--- src/rtl/scs_pkg.sv ---
// Types, constants and lookup functions of the sine commutation sequencer.
`default_nettype none

package scs_pkg;

  localparam int unsigned StepsPerSector = 20;
  localparam int unsigned SineLen        = 40;

  localparam int unsigned PeriodW  = 16;
  localparam int unsigned DutyW    = 8;
  localparam int unsigned AmpW     = 7;
  localparam int unsigned SineW    = 17;
  localparam int unsigned SectorW  = 3;
  localparam int unsigned CfgIdxW  = 1;
  localparam int unsigned CfgDataW = 8;
  localparam int unsigned Phases   = 3;

  localparam int unsigned SubW     = $clog2(StepsPerSector + 1);
  localparam int unsigned IdxW     = $clog2(SineLen);
  localparam int unsigned IdxCalcW = ($clog2(2 * StepsPerSector) > IdxW) ?
                                     $clog2(2 * StepsPerSector) : IdxW;

  localparam logic [SectorW-1:0] SectorFirst = 3'd0;
  localparam logic [SectorW-1:0] SectorReset = 3'd2;
  localparam logic [SectorW-1:0] SectorLast  = 3'd5;

  // Period thresholds for the amplitude steps.
  localparam logic [PeriodW-1:0] Thr10 = 16'd1300;
  localparam logic [PeriodW-1:0] Thr20 = 16'd570;
  localparam logic [PeriodW-1:0] Thr30 = 16'd350;
  localparam logic [PeriodW-1:0] Thr40 = 16'd270;
  localparam logic [PeriodW-1:0] Thr50 = 16'd180;
  localparam logic [PeriodW-1:0] Thr60 = 16'd160;

  typedef enum logic [2:0] {
    SEL_RISE,
    SEL_FALL,
    SEL_RISE2,
    SEL_FALL2,
    SEL_FLOOR
  } sel_e;

  typedef enum logic [CfgIdxW-1:0] {
    CFG_FORWARD    = 1'b0,
    CFG_FLOOR_DUTY = 1'b1
  } cfg_idx_e;

  // Element 0 is phase 1.
  typedef sel_e [Phases-1:0] pattern_t;

  typedef struct packed {
    logic [PeriodW-1:0]           period;
    logic [AmpW-1:0]              amp;
    logic [Phases-1:0][IdxW-1:0]  idx;
    logic [Phases-1:0]            use_floor;
    logic                         enable;
  } stage_t;

  function automatic logic [AmpW-1:0] amplitude(input logic [PeriodW-1:0] period);
    logic [AmpW-1:0] amp;
    if (period > Thr10)      amp = 7'd10;
    else if (period > Thr20) amp = 7'd20;
    else if (period > Thr30) amp = 7'd30;
    else if (period > Thr40) amp = 7'd40;
    else if (period > Thr50) amp = 7'd50;
    else if (period > Thr60) amp = 7'd60;
    else                     amp = 7'd70;
    return amp;
  endfunction

  // Sine samples in Q1.16, rising to 1.0 at index 32 and falling after it.
  function automatic logic [SineW-1:0] sine_q16(input logic [IdxW-1:0] idx);
    logic [SineW-1:0] s;
    case (idx)
      6'd0:  s = 17'd3118;
      6'd1:  s = 17'd6230;
      6'd2:  s = 17'd9327;
      6'd3:  s = 17'd12403;
      6'd4:  s = 17'd15451;
      6'd5:  s = 17'd18464;
      6'd6:  s = 17'd21435;
      6'd7:  s = 17'd24357;
      6'd8:  s = 17'd27225;
      6'd9:  s = 17'd30030;
      6'd10: s = 17'd32768;
      6'd11: s = 17'd35431;
      6'd12: s = 17'd38015;
      6'd13: s = 17'd40512;
      6'd14: s = 17'd42917;
      6'd15: s = 17'd45225;
      6'd16: s = 17'd47431;
      6'd17: s = 17'd49529;
      6'd18: s = 17'd51515;
      6'd19: s = 17'd53384;
      6'd20: s = 17'd55132;
      6'd21: s = 17'd56756;
      6'd22: s = 17'd58251;
      6'd23: s = 17'd59614;
      6'd24: s = 17'd60842;
      6'd25: s = 17'd61932;
      6'd26: s = 17'd62881;
      6'd27: s = 17'd63689;
      6'd28: s = 17'd64352;
      6'd29: s = 17'd64869;
      6'd30: s = 17'd65239;
      6'd31: s = 17'd65462;
      6'd32: s = 17'd65536;
      6'd33: s = 17'd65462;
      6'd34: s = 17'd65239;
      6'd35: s = 17'd64869;
      6'd36: s = 17'd64352;
      6'd37: s = 17'd63689;
      6'd38: s = 17'd62881;
      6'd39: s = 17'd61932;
      default: s = '0;
    endcase
    return s;
  endfunction

  // Table segment used by each phase, per direction and sector.
  function automatic pattern_t pattern(input logic forward,
                                       input logic [SectorW-1:0] sector);
    pattern_t p;
    case ({forward, sector})
      4'b0_000: p = {SEL_FALL,  SEL_FALL2, SEL_FLOOR};
      4'b0_001: p = {SEL_RISE2, SEL_RISE,  SEL_FLOOR};
      4'b0_010: p = {SEL_FALL2, SEL_FLOOR, SEL_FALL};
      4'b0_011: p = {SEL_RISE,  SEL_FLOOR, SEL_RISE2};
      4'b0_100: p = {SEL_FLOOR, SEL_FALL,  SEL_FALL2};
      4'b0_101: p = {SEL_FLOOR, SEL_RISE2, SEL_RISE};
      4'b1_000: p = {SEL_RISE,  SEL_FALL2, SEL_FLOOR};
      4'b1_001: p = {SEL_RISE2, SEL_FALL,  SEL_FLOOR};
      4'b1_010: p = {SEL_FALL2, SEL_FLOOR, SEL_RISE};
      4'b1_011: p = {SEL_FALL,  SEL_FLOOR, SEL_RISE2};
      4'b1_100: p = {SEL_FLOOR, SEL_RISE,  SEL_FALL2};
      4'b1_101: p = {SEL_FLOOR, SEL_RISE2, SEL_FALL};
      default:  p = {SEL_FLOOR, SEL_FLOOR, SEL_FLOOR};
    endcase
    return p;
  endfunction

endpackage

`default_nettype wire

--- src/rtl/scs_front.sv ---
// Input stage: sub-step and sector sequencing, amplitude and table index selection.
`default_nettype none

module scs_front (
  input  wire logic                         clk_i,
  input  wire logic                         rst_ni,
  input  wire logic                         in_valid_i,
  output logic                              in_ready_o,
  input  wire logic [scs_pkg::PeriodW-1:0]  reload_period_i,
  input  wire logic                         forward_i,
  input  wire logic                         down_ready_i,
  output logic                              stage_valid_o,
  output scs_pkg::stage_t                   stage_o
);

  logic                             valid_q;
  scs_pkg::stage_t                  stage_q, stage_d;
  logic [scs_pkg::SubW-1:0]         sub_step_q, sub_step_d;
  logic [scs_pkg::SectorW-1:0]      sector_q, sector_d;
  logic                             wrap;
  logic [scs_pkg::SubW-1:0]         step;
  scs_pkg::pattern_t                pat;
  logic [scs_pkg::IdxCalcW-1:0]     raw;
  logic                             accept;

  assign in_ready_o    = !valid_q || down_ready_i;
  assign accept        = in_valid_i && in_ready_o;
  assign stage_valid_o = valid_q;
  assign stage_o       = stage_q;

  always_comb begin
    wrap = sub_step_q >= scs_pkg::SubW'(scs_pkg::StepsPerSector);
    step = wrap ? '0 : sub_step_q;
    sector_d = sector_q;
    if (wrap) begin
      if (forward_i) begin
        sector_d = (sector_q >= scs_pkg::SectorLast) ? scs_pkg::SectorFirst
                                                     : sector_q + 1'b1;
      end else begin
        sector_d = (sector_q == scs_pkg::SectorFirst) ? scs_pkg::SectorLast
                                                      : sector_q - 1'b1;
      end
    end
    sub_step_d = step + 1'b1;
    pat = scs_pkg::pattern(forward_i, sector_d);

    stage_d.period = reload_period_i;
    stage_d.amp    = scs_pkg::amplitude(reload_period_i);
    stage_d.enable = (step == '0);
    for (int p = 0; p < scs_pkg::Phases; p++) begin
      stage_d.use_floor[p] = 1'b0;
      case (pat[p])
        scs_pkg::SEL_RISE:  raw = scs_pkg::IdxCalcW'(step);
        scs_pkg::SEL_FALL:  raw = scs_pkg::IdxCalcW'(scs_pkg::StepsPerSector - 1)
                                  - scs_pkg::IdxCalcW'(step);
        scs_pkg::SEL_RISE2: raw = scs_pkg::IdxCalcW'(step)
                                  + scs_pkg::IdxCalcW'(scs_pkg::StepsPerSector);
        scs_pkg::SEL_FALL2: raw = scs_pkg::IdxCalcW'(2 * scs_pkg::StepsPerSector - 1)
                                  - scs_pkg::IdxCalcW'(step);
        default: begin
          raw = '0;
          stage_d.use_floor[p] = 1'b1;
        end
      endcase
      // Longer sectors would run past the table; hold at its last entry.
      if (raw > scs_pkg::IdxCalcW'(scs_pkg::SineLen - 1)) begin
        stage_d.idx[p] = scs_pkg::IdxW'(scs_pkg::SineLen - 1);
      end else begin
        stage_d.idx[p] = raw[scs_pkg::IdxW-1:0];
      end
    end
  end

  always_ff @(posedge clk_i or negedge rst_ni) begin
    if (!rst_ni) begin
      valid_q    <= 1'b0;
      sub_step_q <= '0;
      sector_q   <= scs_pkg::SectorReset;
    end else begin
      if (in_ready_o) begin
        valid_q <= in_valid_i;
      end
      if (accept) begin
        sub_step_q <= sub_step_d;
        sector_q   <= sector_d;
      end
    end
  end

  always_ff @(posedge clk_i) begin
    if (accept) begin
      stage_q <= stage_d;
    end
  end

endmodule

`default_nettype wire

--- src/rtl/scs_back.sv ---
// Result stage: sine lookup, amplitude scaling and the output register.
`default_nettype none

module scs_back (
  input  wire logic                        clk_i,
  input  wire logic                        rst_ni,
  input  wire logic                        stage_valid_i,
  input  wire scs_pkg::stage_t             stage_i,
  output logic                             down_ready_o,
  input  wire logic [scs_pkg::DutyW-1:0]   floor_duty_i,
  output logic                             out_valid_o,
  input  wire logic                        out_ready_i,
  output logic [scs_pkg::DutyW-1:0]        duty_phase1_o,
  output logic [scs_pkg::DutyW-1:0]        duty_phase2_o,
  output logic [scs_pkg::DutyW-1:0]        duty_phase3_o,
  output logic                             enable_pulse_o,
  output logic [scs_pkg::PeriodW-1:0]      timer_reload_o
);

  localparam int unsigned ProdW = scs_pkg::SineW + scs_pkg::AmpW;

  logic                                         valid_q;
  logic [scs_pkg::Phases-1:0][scs_pkg::DutyW-1:0] duty_d, duty_q;
  logic                                         enable_q;
  logic [scs_pkg::PeriodW-1:0]                  period_q;
  logic [ProdW-1:0]                             prod;
  logic                                         load;

  assign down_ready_o = !valid_q || out_ready_i;
  assign load         = stage_valid_i && down_ready_o;

  // Duty is the integer part of sine times amplitude, or the floor duty on an idle phase.
  always_comb begin
    prod = '0;
    for (int p = 0; p < scs_pkg::Phases; p++) begin
      prod = ProdW'(scs_pkg::sine_q16(stage_i.idx[p])) * ProdW'(stage_i.amp);
      duty_d[p] = stage_i.use_floor[p] ? floor_duty_i : prod[16 +: scs_pkg::DutyW];
    end
  end

  always_ff @(posedge clk_i or negedge rst_ni) begin
    if (!rst_ni) begin
      valid_q <= 1'b0;
    end else if (down_ready_o) begin
      valid_q <= stage_valid_i;
    end
  end

  always_ff @(posedge clk_i) begin
    if (load) begin
      duty_q   <= duty_d;
      enable_q <= stage_i.enable;
      period_q <= stage_i.period;
    end
  end

  assign out_valid_o    = valid_q;
  assign duty_phase1_o  = duty_q[0];
  assign duty_phase2_o  = duty_q[1];
  assign duty_phase3_o  = duty_q[2];
  assign enable_pulse_o = enable_q;
  assign timer_reload_o = period_q;

endmodule

`default_nettype wire

--- src/rtl/sine_commutation_sequencer.sv ---
// Top level of the three-phase sine commutation sequencer.
//
// One input item per commutation tick carries the timer reload period on
// reload_period_i. Each item yields exactly one result item: three phase
// compare values, an enable pulse on the first tick of a sector and the
// period passed back out on timer_reload_o.
// Both item channels use valid/ready. The configuration channel writes
// the direction (index 0) and the idle-phase floor duty (index 1); it is
// always ready and should only be used while no item is in flight.
// Each item passes an input register holding the sequencer state and
// table indices, then a result register after the sine lookup and the
// 17 x 7 bit amplitude multiply.
// Throughput is one item per cycle. When the receiver stalls, the result
// register holds and the input register fills, after which in_ready_o
// drops until out_ready_i returns.
// Reset clears both stages, sets the sub-step to 0, the sector to 2,
// the direction to forward and the floor duty to 0.
`default_nettype none

module sine_commutation_sequencer (
  input  wire logic                           clk_i,
  input  wire logic                           rst_ni,
  input  wire logic                           in_valid_i,
  output logic                                in_ready_o,
  input  wire logic [scs_pkg::PeriodW-1:0]    reload_period_i,
  output logic                                out_valid_o,
  input  wire logic                           out_ready_i,
  output logic [scs_pkg::DutyW-1:0]           duty_phase1_o,
  output logic [scs_pkg::DutyW-1:0]           duty_phase2_o,
  output logic [scs_pkg::DutyW-1:0]           duty_phase3_o,
  output logic                                enable_pulse_o,
  output logic [scs_pkg::PeriodW-1:0]         timer_reload_o,
  input  wire logic                           cfg_valid_i,
  output logic                                cfg_ready_o,
  input  wire logic [scs_pkg::CfgIdxW-1:0]    cfg_index_i,
  input  wire logic [scs_pkg::CfgDataW-1:0]   cfg_data_i
);

  logic                          forward_q;
  logic [scs_pkg::DutyW-1:0]     floor_duty_q;
  logic                          stage_valid;
  logic                          down_ready;
  scs_pkg::stage_t               stage;

  assign cfg_ready_o = 1'b1;

  always_ff @(posedge clk_i or negedge rst_ni) begin
    if (!rst_ni) begin
      forward_q    <= 1'b1;
      floor_duty_q <= '0;
    end else if (cfg_valid_i && cfg_ready_o) begin
      case (cfg_index_i)
        scs_pkg::CFG_FORWARD:    forward_q    <= cfg_data_i[0];
        scs_pkg::CFG_FLOOR_DUTY: floor_duty_q <= cfg_data_i[scs_pkg::DutyW-1:0];
        default: ;
      endcase
    end
  end

  scs_front u_front (
    .clk_i           (clk_i),
    .rst_ni          (rst_ni),
    .in_valid_i      (in_valid_i),
    .in_ready_o      (in_ready_o),
    .reload_period_i (reload_period_i),
    .forward_i       (forward_q),
    .down_ready_i    (down_ready),
    .stage_valid_o   (stage_valid),
    .stage_o         (stage)
  );

  scs_back u_back (
    .clk_i          (clk_i),
    .rst_ni         (rst_ni),
    .stage_valid_i  (stage_valid),
    .stage_i        (stage),
    .down_ready_o   (down_ready),
    .floor_duty_i   (floor_duty_q),
    .out_valid_o    (out_valid_o),
    .out_ready_i    (out_ready_i),
    .duty_phase1_o  (duty_phase1_o),
    .duty_phase2_o  (duty_phase2_o),
    .duty_phase3_o  (duty_phase3_o),
    .enable_pulse_o (enable_pulse_o),
    .timer_reload_o (timer_reload_o)
  );

endmodule

`default_nettype wire

--- config.mk ---
export PLATFORM = sky130hd
export DESIGN_NAME = sine_commutation_sequencer
export DESIGN_NICKNAME = d
export VERILOG_FILES = /design/src/rtl/scs_pkg.sv /design/src/rtl/scs_front.sv /design/src/rtl/scs_back.sv /design/src/rtl/sine_commutation_sequencer.sv
export SDC_FILE = /design/constraint.sdc
export NUM_CORES = 1
export LEC_CHECK = 0
export BUFFER_PORTS_ARGS = -buffer_cell sky130_fd_sc_hd__buf_2
export CAP_MARGIN = 20
export CORE_MARGIN = 2
export CORE_UTILIZATION = 48
export DETAILED_ROUTE_END_ITERATION = 6
export GPL_ROUTABILITY_DRIVEN = 1
export PLACE_DENSITY = 0.72
export SLEW_MARGIN = 20
export SYNTH_ARGS = -nofsm -noshare
export SYNTH_HDL_FRONTEND = slang
export SYNTH_SLANG_ARGS = --single-unit
--- constraint.sdc ---
create_clock -name clk_i -period 6 [get_ports clk_i]
set_input_delay 1.2 -clock clk_i [delete_from_list [all_inputs] [get_ports clk_i]]
set_output_delay 1.2 -clock clk_i [all_outputs]
set_load 0.03 [all_outputs]
Word level (Yosys, flattened, before mapping)

Memories as Yosys holds them, arrays and structs flattened. A register that Yosys moved wholly into a read port is not among the register bits.
Index checks and enable logic that the tools add are counted.

Input bits: 30
Output and inout bits: 44
Memories: 4
Flip-flop bits (word level): 105
Memory bits (read-only): 3408

Memory list:

| memory           | words | width | rd ports | clocked after memory_dff | wr ports | line           | text |
|---|---|---|---|---|---|---|---|
| (name not given) | 64    | 17    | 1        | 1                        | 0        | scs_pkg.sv:74  | `case (idx)` |
| (name not given) | 64    | 17    | 1        | 1                        | 0        | scs_pkg.sv:74  |  |
| (name not given) | 64    | 17    | 1        | 1                        | 0        | scs_pkg.sv:74  |  |
| (name not given) | 16    | 9     | 1        | 0                        | 0        | scs_pkg.sv:124 | `case ({forward, sector})` |

Multipliers: 3
Equality and inequality tests: 9
Reductions and logical operators: 18
$lt $le $gt $ge: 11
Add/sub/neg operators: 6
Bitwise operators: 1
Mux-type cells: 25

Operators by type and width:

| cell                                                             | number |
|---|---|
| multiplier 17 x 7 -> 24 bit                                      | 3 |
| case mux 6 bit (4 select lines)                                  | 3 |
| two-way mux 6 bit                                                | 8 |
| greater-than comparator 16 x 8 -> 1 bit (second input constant)  | 2 |
| greater-than comparator 16 x 9 -> 1 bit (second input constant)  | 2 |
| two-way mux 8 bit                                                | 3 |
| == test 3 x 2 -> 1 bit (second input constant)                   | 6 |
| greater-than comparator 6 bit (second input constant)            | 3 |
| greater-than comparator 16 x 10 -> 1 bit (second input constant) | 1 |
| greater-than comparator 16 x 11 -> 1 bit (second input constant) | 1 |
| two-way mux 5 bit                                                | 3 |
| logical NOT 3 bit                                                | 4 |
| two-way mux 3 bit                                                | 4 |
| OR reduction 4 bit                                               | 3 |
| == test 3 x 1 -> 1 bit (second input constant)                   | 3 |
| two-way mux 7 bit                                                | 1 |
| adder 5 x 5 -> 6 bit (second input constant)                     | 1 |
| subtractor 5 x 5 -> 6 bit (first input constant)                 | 1 |
| subtractor 6 x 5 -> 6 bit (first input constant)                 | 1 |
| adder 5 x 1 -> 5 bit (second input constant)                     | 1 |
| >= comparator 5 bit (second input constant)                      | 1 |
| logical NOT 5 bit                                                | 1 |
| OR reduction 5 bit                                               | 1 |
| AND reduction 2 bit                                              | 2 |
| other kinds (9)                                                  | 14 |

Depth between registers and ports, before layout

Gate-level depths: netlist of run 1.
An unclocked memory read counts as a cell.

Depth after elaboration: 10
Gate-level depth with buffers: 24
Gate-level depth less buffers: 22

Cells and area by module

From an unflattened synthesis of run 1, not the netlist that was laid out.

Cells, all modules: 2103
Area, all modules: 18213.7 µm²

By module, submodules not included:

| module                     | cells an instance | area each (µm²) | times used |
|---|---|---|---|
| scs_back                   | 1796              | 14746.6         | 1 |
| scs_front                  | 285               | 3115.5          | 1 |
| sine_commutation_sequencer | 22                | 351.6           | 1 |

Least setup slack after synthesis of run 1

OpenSTA, ideal clock, no wires.

Path type: register to register
From: reg u_front.stage_q, in the netlist u_front.stage_o[24]
To: reg u_back.duty_q, in the netlist u_back.duty_phase2_o[6], data pin
Buffers on the path: 3
Stages on the path, launching flop included: 21
Required time: 5.731 ns
Path slack: 0.515 ns
Data arrival time: 5.216 ns
Path through: edfxtp_1 -> clkbuf_1 -> clkbuf_1 -> clkbuf_1 -> nand2_1 -> fa_1 -> inv_1 -> fa_1 -> fa_1 -> ha_1 -> ha_1 -> and3_1 -> a211oi_1 -> o21ai_0 -> a21oi_1 -> o21ai_0 -> a2111oi_0 -> o311ai_0 -> a21oi_1 -> xor2_1 -> o21ai_0

RTL lines:

| element                | line            | text |
|---|---|---|
| start, declared        | scs_front.sv:17 | `scs_pkg::stage_t stage_q, stage_d;` |
| start signal, assigned | scs_front.sv:92 | `stage_q <= stage_d;` |
| end signal, assigned   | scs_back.sv:51  | `duty_q <= duty_d;` |
| end, declared          | scs_back.sv:23  | `logic [scs_pkg::Phases-1:0][scs_pkg::DutyW-1:0] duty_d, duty_q;` |

==> flow_metrics.py, run 1 <==
metrics = {
    "status": {
        "status": "complete, no violations",
    },
    "sta": {
        "rsz0062_at_grt": "false",
        "max_slew_margin_pct": 31.5,
        "setup_viol": 0,
        "hold_violations": 0,
        "finalMaxSlewViolations": 0,
        "max_slew.worst_pin.slew_ns": 1.01,
        "fin_crit_sh_pct": 94.2,
        "fin_crit_ns": 5.65,
        "tns_ns": 0,
        "timing.fmax_mhz": 177,
        "final.setup_skew_ns": 0.0110,
    },
    "grt": {
        "grt_pass1_vias": 15100,
        "overflow": 0,
        "grt_pass1_wl_mm": 76.1,
        "grt_max_degree": 52,
        "track_usage_pct": 24.7,
        "antenna_found_initial": 0,
    },
    "routing": {
        "antenna_left": 0,
        "vias": 14800,
        "firstDrtPassIters": 6,
        "drcViolationCount": 0,
        "viasPerCell": 5.88,
        "routed_wl_mm": 46.2,
        "drtIter0Drc": 1548,
        "wl_per_cell_um": 18.4,
    },
    "logic_synthesis": {
        "synth-main-ff-cell": "edfxtp_1",
        "synth_cell_types": 102,
        "synth.top_cell.area_share_pct": 20.3,
        "yosysSeqAreaShare_pct": 22.8,
        "synth_area_um2": 17800,
        "synth.area.top_cells": "fa_1, edfxtp_1, ha_1",
        "syn_avg_cell_area_um2": 8.85,
        "netlist.top_cell.by_area": "fa_1",
        "async_flop_share_pct": 12.3,
        "synth_nets": 2409,
        "synth-edff-count": 85,
        "ys_ff_latch": 155,
        "yosysWarnings": 0,
        "synthCells": 2011,
    },
    "placed_design": {
        "gp_congestion": 0.947,
        "dpl.hpwl_mm": 34.2,
        "port_buffers": 72,
    },
    "final_layout": {
        "nets": 2432,
        "drive_above_1_share_pct": 9.53,
        "layout_commonest_cell": "nand2_1",
        "n_fill_cell": 3357,
        "layout.cells.most_common_list": "nand2_1, inv_1, ha_1",
        "areaGrowthSynthToFinish_pct": 8.02,
    },
    "die": {
        "die_w_um": 197,
        "core_um2": 36500,
        "start_util_pct": 48.7,
        "num_rows": 70,
        "dieArea_um2": 38600,
        "die_h_um": 197,
        "ioPinCount": 74,
    },
    "worst_setup_path": {
        "crit_path_end_kind": "flop",
        "critPathKind": "reg -> reg",
        "critPathArrivalTime_ns": 5.86,
        "crit_required_ns": 6.20,
        "crit_fanout": 51,
        "start_kind": "flop",
    },
    "clocking": {
        "holdBufCountCts": 0,
        "cts_setup_buffers": 0,
        "clock_sinks": 155,
        "clk_path_buf_depth": 2,
        "cts_made_buffers": 17,
        "cts_resized": 0,
        "cts.clk_slew.worst_paths_ns": 0.08,
        "cts-root-buf": "clkbuf_16",
        "htree_levels": 4,
        "clkLatencyLatePin_ns": 0.45,
        "cts_tree": "yes",
    },
    "worst_hold_path": {
        "min_path_type": "reg -> reg",
    },
    "run": {
        "max_cap_violations": 0,
    },
}
-- logic make-up (layout without fill, tap and decap cells) --
group                      Yosys count  count (layout)  synth area share [%]
adders and majority gates          370             370                  33.6
AOI/OAI and AO/OA                  382             382                  14.6
DFF                                155             155                  22.8
buffers and inverters              326             362                  7.24
other                                1               2                0.0211
xor gates and xnor gates            38              38                  1.87
and+or+nand+nor                    701             701                  17.5
muxes                               38              38                  2.40
-- layer usage --
| layer | GRT usage (%) | up-vias | part of all wire [%] |
|---|---|---|---|
| met5 | 0 | - | 0 |
| met4 | 10.1 | 0 | 3.4 |
| met3 | 3.51 | 86 | 6.5 |
| met2 | 41.5 | 607 | 47 |
| met1 | 32.1 | 7234 | 43 |
| li1 | - | 6858 | - |
-- worst max-delay path: stages (launching register included) --
cell and delay (ns):
edfxtp_1 0.39, buf_12 0.27, nand2_1 0.12, fa_1 0.55, inv_1 0.06, fa_1 0.50
fa_1 0.49, ha_1 0.32, ha_1 0.32, a21o_1 0.18, a211oi_1 0.29, a21oi_1 0.09
nand2b_1 0.16, a31oi_1 0.32, o21ai_0 0.17, and2_1 0.21, or3_1 0.30, a31oi_1 0.28
nor4b_1 0.29, nor3_1 0.10
-- path summary, 6_finish.rpt --
path | depth (start not counted) | slack (ns) | start | end
min | 0 | 0.41 | u_front.stage_o[42] | u_back.timer_reload_o[13]
max reg2reg | 19 | 0.35 | u_front.stage_o[28] | u_back.duty_phase3_o[7]
min reg2reg | 0 | 0.41 | u_front.stage_o[42] | u_back.timer_reload_o[13]
min in group asynchronous | 1 | 0.71 | rst_ni | u_front.sub_step_q[0]
max | 19 | 0.35 | u_front.stage_o[28] | u_back.duty_phase3_o[7]
max in group asynchronous | 1 | 4.92 | rst_ni | u_front.sector_q[1]
-- Yosys cell counts, drive strengths merged, types with 6 or more instances --
cell type	number
o31ai	10
dfxtp	51
a221oi	8
xnor2	21
dfrtp	17
edfxtp	85
o21ai	112
mux2	19
clkbuf	63
ha	188
xor2	17
o22ai	7
fa	180
nor2	93
inv	226
o2111ai	6
or3	13
o21bai	8
o211ai	31
nand2	415
o21a	10
a21o	13
buf	34
a31oi	19
o221ai	13
a21oi	73
nand3	43
nor3	37
mux2i	19
nor2b	7
and2	48
a211oi	14
nand2b	10
-- metrics by stage --
stage	instance area [um2]	setup WS (ns)	cells	hold slack [ns]	utilization, %
after floorplan	17800	0.515	2011	0.400	-
after global placement	18600	0.517	2483	0.402	51.0
after detailed placement	18600	0.340	2483	0.405	51.0
after CTS	19200	0.358	2515	0.414	52.6
after global routing	19200	0.0544	2515	0.423	52.6
final	19200	0.346	2516	0.414	52.6
-- final cells by class --
cell class                      count  area (um2)  share of cell area, %
Sequential cell                   155        4050                   21.1
Inverter                          229         867                   4.51
Clock inverter                     15         170                  0.885
Multi-Input combinational cell   1530       12500                   64.9
Antenna cell                        1        2.50                 0.0130
Clock buffer                       17         425                   2.21
Tap cell                          468         586                   3.05
Timing Repair Buffer              101         653                   3.40
Power of run 1 is not shown: default switching activity piles up to over one toggle a cycle in this logic, so the estimate is an artifact.
==> inputs of run 2 (changes only) <==
--- a/config.mk
+++ b/config.mk
@@ -12,6 +12,7 @@
 export DETAILED_ROUTE_END_ITERATION = 6
 export GPL_ROUTABILITY_DRIVEN = 1
 export PLACE_DENSITY = 0.72
+export REMOVE_ABC_BUFFERS = 1
 export SLEW_MARGIN = 20
 export SYNTH_ARGS = -nofsm -noshare
 export SYNTH_HDL_FRONTEND = slang
==> run 2 against run 1 <==
Global-route usage rose by 0.21 points. Register-to-register slack barely moved. Setup slack improved by 0.0087 ns. Clock skew fell by 0.0026 ns. Die area did not move. Core utilization rose by 0.29 points. Flip-flop and latch count did not move. Routed wire length rose by 1.9%. Cell count rose by 0.32%. Final area rose by 0.55%. Hold slack improved by 0.0059 ns. Critical endpoint is now u_back.duty_phase1_o[6].
==> flow_metrics.py, run 2 (synthesized netlist as in run 1, its figures left out) <==
metrics = {
    "worst_setup_path": {
        "worstReg2RegStart": "u_front.stage_o[27]",
        "crit_family": "adder cells",
        "worst_path_max_delay_cell": "fa_1",
        "crit_path_max_incr_delay_ns": 0.51,
        "worstPathCellList": "buf_12 -> nand2_1 -> fa_1 -> inv_1 -> fa_1 -> fa_1 -> ha_1 -> ha_1 -> a21o_1 -> a211oi_1 -> o2111ai_1 -> a31oi_1 -> o21ai_0 -> and2_1 -> or3_1 -> a31oi_1 -> xor2_1 -> o21ai_0",
        "crit_buf_inv": 2,
        "critPathArrivalTime_ns": 5.82,
        "crit_start": "u_front.stage_o[27]",
        "crit_required_ns": 6.17,
        "critPathKind": "reg -> reg",
        "path_common_cell": "fa_1",
        "crit_path_end_kind": "flop",
        "crit_fanout": 51,
        "start_kind": "flop",
    },
    "sta": {
        "fin_crit_sh_pct": 94.1,
        "hold_violations": 0,
        "finalMaxSlewViolations": 0,
        "final.setup.worst_slack_ns": 0.355,
        "max_slew.worst_pin.slew_ns": 0.958,
        "timing.fmax_mhz": 177,
        "max_slew_margin_pct": 35.5,
        "fin_crit_ns": 5.65,
        "final.setup_skew_ns": 0.00835,
        "setup_viol": 0,
    },
    "clocking": {
        "cts-root-buf": "clkbuf_16",
        "htree_levels": 4,
        "cts.clk_slew.worst_paths_ns": 0.07,
        "cts_made_buffers": 17,
        "clkLatencyLatePin_ns": 0.44,
        "clk_path_buf_depth": 2,
        "cts_tree": "yes",
        "clock_sinks": 155,
    },
    "die": {
        "dieArea_um2": 38600,
        "die_h_um": 197,
        "num_rows": 70,
        "ioPinCount": 74,
        "die_w_um": 197,
        "core_um2": 36500,
        "start_util_pct": 48.7,
    },
    "grt": {
        "overflow": 0,
        "grt_pass1_vias": 14700,
        "antenna_found_initial": 0,
        "grt_pass1_wl_mm": 76.9,
        "track_usage_pct": 24.9,
        "grt_max_degree": 52,
    },
    "routing": {
        "viasPerCell": 5.82,
        "firstDrtPassIters": 6,
        "wl_per_cell_um": 18.7,
        "antenna_left": 0,
        "drtIter0Drc": 1246,
        "drcViolationCount": 0,
        "vias": 14700,
        "routed_wl_mm": 47.1,
    },
    "run": {
        "max_cap_violations": 0,
    },
    "worst_hold_path": {
        "hp-start": "u_front.stage_o[41]",
        "min_path_type": "reg -> reg",
    },
    "placed_design": {
        "dpl.hpwl_mm": 34.9,
        "port_buffers": 72,
        "post-place-ws_ns": 0.365,
        "gp_congestion": 0.972,
    },
    "final_layout": {
        "n_fill_cell": 3313,
        "regArea_um2": 4050,
        "areaGrowthSynthToFinish_pct": 8.61,
        "drive_above_1_share_pct": 10.1,
        "nets": 2441,
        "layout.cells.most_common_list": "nand2_1, inv_1, ha_1",
        "layout_commonest_cell": "nand2_1",
        "antenna_cells": 0,
        "multi_input_area_um2": 12500,
    },
    "status": {
        "status": "complete, no violations",
    },
}
run 2: final timing paths:
path	slack, ns	endpoint	cells after the start
max reg2reg	0.35	u_back.duty_phase1_o[6]	18
max in group asynchronous	4.91	forward_q	1
min in group asynchronous	0.72	u_front.sector_q[2]	1
min	0.42	u_back.timer_reload_o[12]	0
min reg2reg	0.42	u_back.timer_reload_o[12]	0
max	0.35	u_back.duty_phase1_o[6]	18
run 2: routing by layer:
layer / vias up / routed length, um / global-route usage (%)
met5: - / 0 / 0
met4: 0 / 1410 / 8.50
met3: 84 / 3230 / 4.26
met2: 561 / 22000 / 41.3
met1: 7172 / 20500 / 33.1
li1: 6862 / - / -
run 2: worst register-to-register path, delay by kind of cell, from the launching register on:
| family | cells | cell delay, ns |
|---|---|---|
| adders and majority gates | 5 | 2.13 |
| xor gates and xnor gates | 1 | 0.18 |
| DFF | 1 | 0.37 |
| and+or+nand+nor | 3 | 0.67 |
| buffers and inverters | 2 | 0.32 |
| AOI/OAI and AO/OA | 7 | 1.69 |
run 2: area by class of cell:
cell class | count | area share [%]
Sequential cell | 155 | 21.0
Multi-Input combinational cell | 1530 | 64.6
Clock buffer | 17 | 2.20
Tap cell | 468 | 3.03
Clock inverter | 15 | 0.906
Timing Repair Buffer | 110 | 3.82
Inverter | 229 | 4.49
run 2: repair_timing:
item / CTS / global route
gates resized for setup: 0 / 2
hold buffers: 0 / 0
endpoints found under the setup margin: 0 / 1
buffers inserted: 0 / 1
run 2: stage by stage:
step | util [%] | cells | hold WS (ns) | TNS [ns] | instance area (um2)
final | 52.9 | 2524 | 0.420 | 0 | 19300
after global routing | 52.9 | 2524 | 0.428 | -0.00384 | 19300
after CTS | 52.8 | 2522 | 0.421 | 0 | 19300
after detailed placement | 51.1 | 2490 | 0.405 | 0 | 18700
after global placement | 51.1 | 2490 | 0.402 | 0 | 18700
after floorplan | - | 1914 | 0.400 | 0 | 17400
Power of run 2 is left out for the same reason.
